## src/sv/sbblit_pkg.sv

```systemverilog
// Shared types and constants for the scaled bitmap span blitter.
// No dependencies; every other file of the block imports this package.
package sbblit_pkg;

   localparam int ADDR_W     = 21;
   localparam int COLOR_W    = 8;
   localparam int SCALE_W    = 4;
   localparam int OX_W       = 9;
   localparam int OY_W       = 8;
   localparam int IW_W       = 9;
   localparam int IH_W       = 8;
   localparam int CSR_IDX_W  = 3;
   localparam int CSR_DATA_W = 9;

   // Screen position of a span's top-left byte, wide enough for any
   // register setting: 511 + 15 * 511 and 255 + 15 * 255.
   localparam int X0_W = 13;
   localparam int Y0_W = 12;

   localparam logic [ADDR_W-1:0] FB_BASE = 21'h0A_0000;

   localparam int DEF_SCREEN_WIDTH = 320;
   localparam int DEF_MAX_SCALE    = 8;

   typedef enum logic [CSR_IDX_W-1:0] {
      CSR_ORIGIN_X     = 3'd0,
      CSR_ORIGIN_Y     = 3'd1,
      CSR_IMAGE_WIDTH  = 3'd2,
      CSR_IMAGE_HEIGHT = 3'd3,
      CSR_SCALE_FACTOR = 3'd4
   } csr_idx_type;

   typedef struct packed {
      logic [OX_W-1:0]    origin_x;
      logic [OY_W-1:0]    origin_y;
      logic [IW_W-1:0]    image_width;
      logic [IH_W-1:0]    image_height;
      logic [SCALE_W-1:0] scale_factor;
   } cfg_type;

   typedef enum logic [1:0] {
      ST_IDLE,
      ST_CALC_POS,
      ST_CALC_ADDR,
      ST_EMIT
   } state_type;

   typedef struct packed {
      logic load;
      logic calc_pos;
      logic calc_addr;
      logic next_span;
   } dp_cmd_type;

   typedef struct packed {
      logic scale_zero;
      logic span_last;
   } dp_sts_type;

endpackage

```

## src/sv/scaled_bitmap_span_blitter.sv

```systemverilog
// Scaled bitmap span blitter, top level. Depends on sbblit_pkg, sbblit_regs,
// sbblit_ctrl and sbblit_dp.
// After a pixel is taken in ST_IDLE, the sequencer passes ST_CALC_POS and
// ST_CALC_ADDR, then offers the spans in ST_EMIT (none for a zero scale); the span
// sequencer handles one pixel at a time, one span per cycle while rsp_stall is low.
// Reset (synchronous, active high) returns the registers to their defaults and
// clears the position counters; no pass over storage is needed.
module scaled_bitmap_span_blitter #(
   parameter int SCREEN_WIDTH = sbblit_pkg::DEF_SCREEN_WIDTH,
   parameter int MAX_SCALE    = sbblit_pkg::DEF_MAX_SCALE
) (
   input  logic                                clock,
   input  logic                                reset,
   // configuration writes
   input  logic                                csr_wr_en,
   input  logic [sbblit_pkg::CSR_IDX_W-1:0]    csr_index,
   input  logic [sbblit_pkg::CSR_DATA_W-1:0]   csr_wdata,
   // pixel transactions
   input  logic                                req_valid,
   output logic                                req_stall,
   input  logic [sbblit_pkg::COLOR_W-1:0]      req_pixel_color,
   // span transactions
   output logic                                rsp_valid,
   input  logic                                rsp_stall,
   output logic [sbblit_pkg::ADDR_W-1:0]       rsp_span_address,
   output logic [sbblit_pkg::SCALE_W-1:0]      rsp_span_length,
   output logic [sbblit_pkg::COLOR_W-1:0]      rsp_span_color,
   output logic                                rsp_last_span,
   output logic                                rsp_image_done
);
   import sbblit_pkg::*;

   cfg_type    cfg;
   dp_cmd_type cmd;
   dp_sts_type sts;

   // register file: hold origin, image size and scale between writes
   sbblit_regs u_regs (
      .clock     (clock),
      .reset     (reset),
      .csr_wr_en (csr_wr_en),
      .csr_index (csr_index),
      .csr_wdata (csr_wdata),
      .cfg       (cfg)
   );

   // sequencer: take a pixel, run the two address steps, then drain its spans
   sbblit_ctrl u_ctrl (
      .clock     (clock),
      .reset     (reset),
      .req_valid (req_valid),
      .req_stall (req_stall),
      .rsp_valid (rsp_valid),
      .rsp_stall (rsp_stall),
      .cmd       (cmd),
      .sts       (sts)
   );

   // datapath: advance the counters and step the address down one screen row
   // per span; the span fields are driven straight from its registers
   sbblit_dp #(
      .SCREEN_WIDTH (SCREEN_WIDTH),
      .MAX_SCALE    (MAX_SCALE)
   ) u_dp (
      .clock            (clock),
      .reset            (reset),
      .cfg              (cfg),
      .cmd              (cmd),
      .sts              (sts),
      .req_pixel_color  (req_pixel_color),
      .rsp_span_address (rsp_span_address),
      .rsp_span_length  (rsp_span_length),
      .rsp_span_color   (rsp_span_color),
      .rsp_last_span    (rsp_last_span),
      .rsp_image_done   (rsp_image_done)
   );

endmodule

```

## src/sv/sbblit_regs.sv

```systemverilog
// Configuration register file of the span blitter.
// Depends on sbblit_pkg.
module sbblit_regs (
   input  logic                                clock,
   input  logic                                reset,
   input  logic                                csr_wr_en,
   input  logic [sbblit_pkg::CSR_IDX_W-1:0]    csr_index,
   input  logic [sbblit_pkg::CSR_DATA_W-1:0]   csr_wdata,
   output sbblit_pkg::cfg_type                 cfg
);
   import sbblit_pkg::*;

   cfg_type cfg_ff;
   cfg_type cfg_in;

   always_comb begin
      cfg_in = cfg_ff;
      if (csr_wr_en) begin
         unique case (csr_idx_type'(csr_index))
            CSR_ORIGIN_X:     cfg_in.origin_x     = csr_wdata[OX_W-1:0];
            CSR_ORIGIN_Y:     cfg_in.origin_y     = csr_wdata[OY_W-1:0];
            CSR_IMAGE_WIDTH:  cfg_in.image_width  = csr_wdata[IW_W-1:0];
            CSR_IMAGE_HEIGHT: cfg_in.image_height = csr_wdata[IH_W-1:0];
            CSR_SCALE_FACTOR: cfg_in.scale_factor = csr_wdata[SCALE_W-1:0];
            default:          cfg_in = cfg_ff;
         endcase
      end
   end

   always_ff @(posedge clock) begin
      if (reset) begin
         cfg_ff.origin_x     <= '0;
         cfg_ff.origin_y     <= '0;
         cfg_ff.image_width  <= IW_W'(1);
         cfg_ff.image_height <= IH_W'(1);
         cfg_ff.scale_factor <= SCALE_W'(1);
      end else begin
         cfg_ff <= cfg_in;
      end
   end

   assign cfg = cfg_ff;

endmodule

```

## src/sv/sbblit_ctrl.sv

```systemverilog
// Sequencer of the span blitter: accept a pixel, work out its start
// address, then hand out one span per screen row. Depends on sbblit_pkg.
module sbblit_ctrl (
   input  logic                    clock,
   input  logic                    reset,
   input  logic                    req_valid,
   output logic                    req_stall,
   output logic                    rsp_valid,
   input  logic                    rsp_stall,
   output sbblit_pkg::dp_cmd_type  cmd,
   input  sbblit_pkg::dp_sts_type  sts
);
   import sbblit_pkg::*;

   state_type state_ff;
   state_type state_in;

   always_ff @(posedge clock) begin
      if (reset) begin
         state_ff <= ST_IDLE;
      end else begin
         state_ff <= state_in;
      end
   end

   always_comb begin
      state_in  = state_ff;
      cmd       = '0;
      req_stall = 1'b1;
      rsp_valid = 1'b0;
      unique case (state_ff)
         ST_IDLE: begin
            req_stall = 1'b0;
            if (req_valid) begin
               cmd.load = 1'b1;
               state_in = ST_CALC_POS;
            end
         end
         ST_CALC_POS: begin
            cmd.calc_pos = 1'b1;
            state_in     = ST_CALC_ADDR;
         end
         ST_CALC_ADDR: begin
            cmd.calc_addr = 1'b1;
            // an empty square yields no span at all
            state_in = sts.scale_zero ? ST_IDLE : ST_EMIT;
         end
         ST_EMIT: begin
            rsp_valid = 1'b1;
            if (!rsp_stall) begin
               if (sts.span_last) begin
                  state_in = ST_IDLE;
               end else begin
                  cmd.next_span = 1'b1;
               end
            end
         end
         default: state_in = ST_IDLE;
      endcase
   end

endmodule

```

## src/sv/sbblit_dp.sv

```systemverilog
// Datapath of the span blitter: pixel counters, position multiplies,
// frame buffer address and the span output register. Depends on sbblit_pkg.
module sbblit_dp #(
   parameter int SCREEN_WIDTH = sbblit_pkg::DEF_SCREEN_WIDTH,
   parameter int MAX_SCALE    = sbblit_pkg::DEF_MAX_SCALE
) (
   input  logic                                clock,
   input  logic                                reset,
   input  sbblit_pkg::cfg_type                 cfg,
   input  sbblit_pkg::dp_cmd_type              cmd,
   output sbblit_pkg::dp_sts_type              sts,
   input  logic [sbblit_pkg::COLOR_W-1:0]      req_pixel_color,
   output logic [sbblit_pkg::ADDR_W-1:0]       rsp_span_address,
   output logic [sbblit_pkg::SCALE_W-1:0]      rsp_span_length,
   output logic [sbblit_pkg::COLOR_W-1:0]      rsp_span_color,
   output logic                                rsp_last_span,
   output logic                                rsp_image_done
);
   import sbblit_pkg::*;

   localparam int SW_W   = $clog2(SCREEN_WIDTH + 1);
   localparam int PROD_W = SW_W + Y0_W;
   localparam logic [SW_W-1:0]   SW_CONST  = SW_W'(SCREEN_WIDTH);
   localparam logic [ADDR_W-1:0] ROW_STEP  = ADDR_W'(SCREEN_WIDTH);

   // position counters (control state)
   logic [IW_W-1:0] column_count_ff, column_count_in;
   logic [IH_W-1:0] row_count_ff, row_count_in;

   // per pixel snapshot
   logic [COLOR_W-1:0] color_ff;
   logic [SCALE_W-1:0] scale_ff;
   logic [IW_W-1:0]    col_ff;
   logic [IH_W-1:0]    row_ff;
   logic               img_end_ff;

   logic [X0_W-1:0]    x0_ff;
   logic [Y0_W-1:0]    y0_ff;
   logic [ADDR_W-1:0]  addr_ff;
   logic [SCALE_W-1:0] span_idx_ff;

   logic [SCALE_W-1:0] scale_eff;
   logic               row_end;
   logic               img_end;
   logic [PROD_W-1:0]  row_offset;

   always_comb begin
      if (32'(cfg.scale_factor) > MAX_SCALE) begin
         scale_eff = SCALE_W'(MAX_SCALE);
      end else begin
         scale_eff = cfg.scale_factor;
      end
      // a width or height of zero behaves as one
      row_end = ({1'b0, column_count_ff} + (IW_W + 1)'(1)) >= {1'b0, cfg.image_width};
      img_end = row_end &&
                (({1'b0, row_count_ff} + (IH_W + 1)'(1)) >= {1'b0, cfg.image_height});

      column_count_in = column_count_ff;
      row_count_in    = row_count_ff;
      if (cmd.load) begin
         if (row_end) begin
            column_count_in = '0;
            row_count_in    = img_end ? '0 : row_count_ff + IH_W'(1);
         end else begin
            column_count_in = column_count_ff + IW_W'(1);
         end
      end
      row_offset = SW_CONST * PROD_W'(y0_ff);
   end

   always_ff @(posedge clock) begin
      if (reset) begin
         column_count_ff <= '0;
         row_count_ff    <= '0;
      end else begin
         column_count_ff <= column_count_in;
         row_count_ff    <= row_count_in;
      end
   end

   always_ff @(posedge clock) begin
      if (cmd.load) begin
         color_ff   <= req_pixel_color;
         scale_ff   <= scale_eff;
         col_ff     <= column_count_ff;
         row_ff     <= row_count_ff;
         img_end_ff <= img_end;
      end
      if (cmd.calc_pos) begin
         x0_ff <= X0_W'(cfg.origin_x) + X0_W'(scale_ff) * X0_W'(col_ff);
         y0_ff <= Y0_W'(cfg.origin_y) + Y0_W'(scale_ff) * Y0_W'(row_ff);
      end
      if (cmd.calc_addr) begin
         addr_ff     <= FB_BASE + ADDR_W'(row_offset) + ADDR_W'(x0_ff);
         span_idx_ff <= '0;
      end else if (cmd.next_span) begin
         addr_ff     <= addr_ff + ROW_STEP;
         span_idx_ff <= span_idx_ff + SCALE_W'(1);
      end
   end

   always_comb begin
      sts.scale_zero = (scale_ff == '0);
      sts.span_last  = ((span_idx_ff + SCALE_W'(1)) == scale_ff);
   end

   assign rsp_span_address = addr_ff;
   assign rsp_span_length  = scale_ff;
   assign rsp_span_color   = color_ff;
   assign rsp_last_span    = sts.span_last;
   assign rsp_image_done   = img_end_ff;

endmodule
```

## config.mk

```make
export PLATFORM = sky130hd
export DESIGN_NAME = scaled_bitmap_span_blitter
export DESIGN_NICKNAME = d
export VERILOG_FILES = /design/src/sv/sbblit_pkg.sv /design/src/sv/scaled_bitmap_span_blitter.sv /design/src/sv/sbblit_regs.sv /design/src/sv/sbblit_ctrl.sv /design/src/sv/sbblit_dp.sv
export SDC_FILE = /design/constraint.sdc
export NUM_CORES = 1
export LEC_CHECK = 0
export BUFFER_PORTS_ARGS = -buffer_cell sky130_fd_sc_hd__buf_2
export CAP_MARGIN = 20
export CORE_MARGIN = 3
export CORE_UTILIZATION = 48
export DETAILED_ROUTE_END_ITERATION = 12
export GPL_TIMING_DRIVEN = 0
export PLACE_DENSITY = 0.69
export SYNTH_ARGS = -nofsm -noshare
export SYNTH_HDL_FRONTEND = slang
export SYNTH_HIERARCHICAL = 1
export SYNTH_SLANG_ARGS = --single-unit
```

## constraint.sdc

```tcl
create_clock -name clock -period 11.7 [get_ports clock]
set_clock_uncertainty 0.15 [all_clocks]
set_input_delay 0 -clock clock [delete_from_list [all_inputs] [get_ports clock]]
set_output_delay 0 -clock clock [all_outputs]
set_load 0.01 [all_outputs]
```

==> reports/summary.txt <==
Vias in the first global route = 6868
Drt drc = 0
Multi-input logic area = 5600 sq um
Fin crit period = 5.44 ns
Worst R2R Path Depth = 14
Hold Fails Final Rpt = 0
Mean Syn Cell Area = 10.1 sq um
Ys async rst share = 0
FF-to-FF Start = u_dp/rsp_span_length[2]
# hold bufs at CTS = 24
Endpoint, Worst Hold = u_dp/rsp_span_color[7]
Number of flops mapped to enable cells by yosys = 76
Hold depth = 2
Initial antenna violation count = 0
H-tree depth = 4
RSZ-0062 raised after global routing = no
Sequential share of the synthesized area = 0.364
Vias = 6894
Area after DPL = 10300 sq um
Fin. max-slew vios = 0
Share of layout cells above drive strength 1 = 0.108
Die area = 21800 sq um
Max Freq = 0.184 GHz
Core area = 19600 sq um
Final worst path period share = 0.465
Num CTS Buffers = 17
CTS resizes = 0
Num ports = 62
Worst Path Max Fanout = 10
GP Congestion = 0.814
Worst Path Arrival = 5.46 ns
Peak supply drop = 0.114 mV
Root Buffer = clkbuf_16
Worst-margin pin slew = 0.835 ns
Worst Hold Launch = req_pixel_color[7]
CP Capture Type = flop
Residual overflow from global routing = 0
Max-Slew Margin vs Limit = 0.429
HPWL after DPL = 14600 um
Routed wire length = 19700 um
Post-layout nets = 1216
Synth Cell Area = 9620 sq um
Sink Count = 137
RR Endpoint = u_dp/x0_ff[12]
Reg2Reg Setup Slack = 6.26 ns
Syn_nets = 1111
# setup viols final = 0
Routed vias/inst = 5.16
Hold Crit Class = in2reg
Final instance area = 11100 sq um
WL/cell = 14.7 um
CTS tree = yes
Initial DRT Pass Iterations = 5
Crit start category = flop
Filler cells = 1686
Synth unique cells = 75
Pwr Density = 159 nW/um^2
Worst-Skew Late Latency = 0.42 ns
Largest net degree at the start of global routing = 26
Run status = finished clean
Site Rows = 51
Synth Instances = 954
Area Overhead vs Synth = 15.7%
Leak = 4.91 nW
Gr usage total = 0.189
YS warnings = 6
Die height = 148 um
Synth Flop Type = edfxtp_1
CP Launch Point = u_dp/rsp_span_length[2]
Starting density of the core = 0.491
Number of antenna diodes = 0
ANT nets after route = 0
Maxcap violations = 0
Reg area = 3500 sq um
Clock Pin Slew Worst Setup and Hold Paths = 0.06 ns
#FFs+latches synth = 137
Clk buf depth = 2
First-pass GRT wire length = 33200 um
Setup TNS = 0 ns
Number of buffers added on ports = 61
Crit path kind = reg2reg
Die width = 148 um
Detailed Route Iter0 Violations = 336
Critical Path RT = 11.72 ns
Post-CTS setup buffer count = 0
-- kinds of logic (layout without fill, tap and decap cells) --
kind of cell / after synthesis / in the layout / share of synthesized area
and+or+nand+nor: 303 / 303 / 0.174
muxes: 44 / 44 / 0.0461
AOI/OAI and AO/OA: 143 / 143 / 0.100
DFF: 137 / 137 / 0.364
buffers and inverters: 133 / 251 / 0.0534
adders and majority gates: 132 / 132 / 0.205
xor gates and xnor gates: 62 / 62 / 0.0565
-- through the flow --
step                      hold WS (ns)  cells  setup slack, ns  total power, mW  utilization
final                            0.128   1337             6.26             1.77        0.568
after global routing             0.122   1337             5.96             1.90        0.568
after detailed placement        0.0291   1281             6.32             1.22        0.525
after CTS                        0.111   1337             6.21             1.79        0.568
after floorplan                -0.0844    954             7.13             1.09            -
after global placement          0.0271   1280             6.28             1.20        0.523
-- synthesized netlist by cell type, types with 3 or more instances --
library cell  count  area [sq um]
nand2_1          53           199
xor2_1           30           263
o21a_1            5          37.5
clkbuf_1         25          93.8
a2111oi_0         3          26.3
xnor2_1          32           280
nor3_1           11          55.1
nand4bb_1         3          33.8
a21oi_1          41           205
nor3b_1           5          37.5
edfxtp_1         76          2280
a211oi_1          4          30.0
or3_1             5          31.3
nand3b_1          5          37.5
fa_1             43           861
nor2b_1           8          50.1
ha_1             89          1110
o211ai_1          5          37.5
or2_2             3          18.8
nor4_1            5          31.3
and2_1           55           344
dfxtp_1          61          1220
a32o_1            5          50.1
o21bai_1          7          52.6
nand3_1          13          65.1
o21ai_0          29           145
inv_1           102           383
nor2_1           50           188
and3_1           10          62.6
nand4_1           9          56.3
a21o_1           14           105
o311ai_0          3          26.3
mux2i_1          42           420
nand2b_1         54           338
-- state kept, by name (all words and copies together) (netlist names) --
register / cells
u_dp/col_ff: 9
u_dp/row_ff: 8
u_dp/rsp_span_length: 4
u_dp/rsp_span_color: 8
u_dp/span_idx_ff: 4
u_regs/cfg: 38
u_dp/rsp_image_done: 1
u_dp/column_count_ff: 9
u_dp/y0_ff: 12
u_dp/rsp_span_address: 21
u_ctrl/state_ff: 2
u_dp/x0_ff: 13
u_dp/row_count_ff: 8
-- critical path, stage by stage (launching register included) --
cell       delay (ns)
edfxtp_1         0.34
clkbuf_1         0.52
clkbuf_1         0.51
nand2_1          0.15
fa_1             0.51
fa_1             0.51
fa_1             0.51
inv_1            0.04
ha_1             0.33
a21oi_1          0.26
o21a_1           0.19
nor4b_1          0.06
a2111oi_0        0.76
a21oi_1          0.16
xor2_1           0.18
-- worst max-delay path by stage --
| stage | slack (ns) | end |
|---|---|---|
| 5_1_grt | 5.96 | u_dp/x0_ff[12] |
| 4_1_cts | 6.21 | u_dp/x0_ff[12] |
| 3_5_place_dp | 6.32 | u_dp/x0_ff[12] |
| 3_3_place_gp | 6.28 | u_dp/x0_ff[12] |
| 6_report | 6.26 | u_dp/x0_ff[12] |
| 2_1_floorplan | 7.13 | u_dp/x0_ff[12] |
-- layer usage --
metal	up-vias	GRT usage	wire length (um)
li1	3500	-	-
met3	17	0.0392	843
met2	156	0.322	9530
met1	3221	0.247	9090
met5	-	0	0
met4	0	0.0475	194
-- cells in the final DEF, fill, tap and decap left out, drive strengths merged, types with 6 or more instances in the layout --
cell | Yosys | routed
dlygate4sd3 | 0 | 24
o21bai | 7 | 7
nor3 | 11 | 11
nor2 | 51 | 51
nand2 | 53 | 53
nand3 | 13 | 13
clkbuf | 25 | 44
and2 | 57 | 57
nand4 | 9 | 9
a21oi | 41 | 41
buf | 5 | 67
mux2i | 42 | 42
nand2b | 54 | 54
a21o | 14 | 14
nor2b | 8 | 8
ha | 89 | 89
and3 | 10 | 10
edfxtp | 76 | 76
xor2 | 30 | 30
dfxtp | 61 | 61
inv | 103 | 113
o21ai | 30 | 30
xnor2 | 32 | 32
or3 | 6 | 6
fa | 43 | 43
-- report_power, final --
| group | internal, mW | switching (mW) | total, mW |
|---|---|---|---|
| registers | 0.568 | 0.0252 | 0.593 |
| logic | 0.275 | 0.349 | 0.624 |
| clock network | 0.333 | 0.221 | 0.554 |
| total | 1.18 | 0.595 | 1.77 |
-- layout make-up --
cell class              count  share of cell area
clock inverters            13              0.0135
flip-flops and latches    137               0.315
inverters                 103              0.0348
repair buffers             86              0.0515
clock buffers              19              0.0408
well taps                 265              0.0298
multi-input cells         684               0.503
plain buffers              30              0.0114
Power figures use the tool's default switching activity.
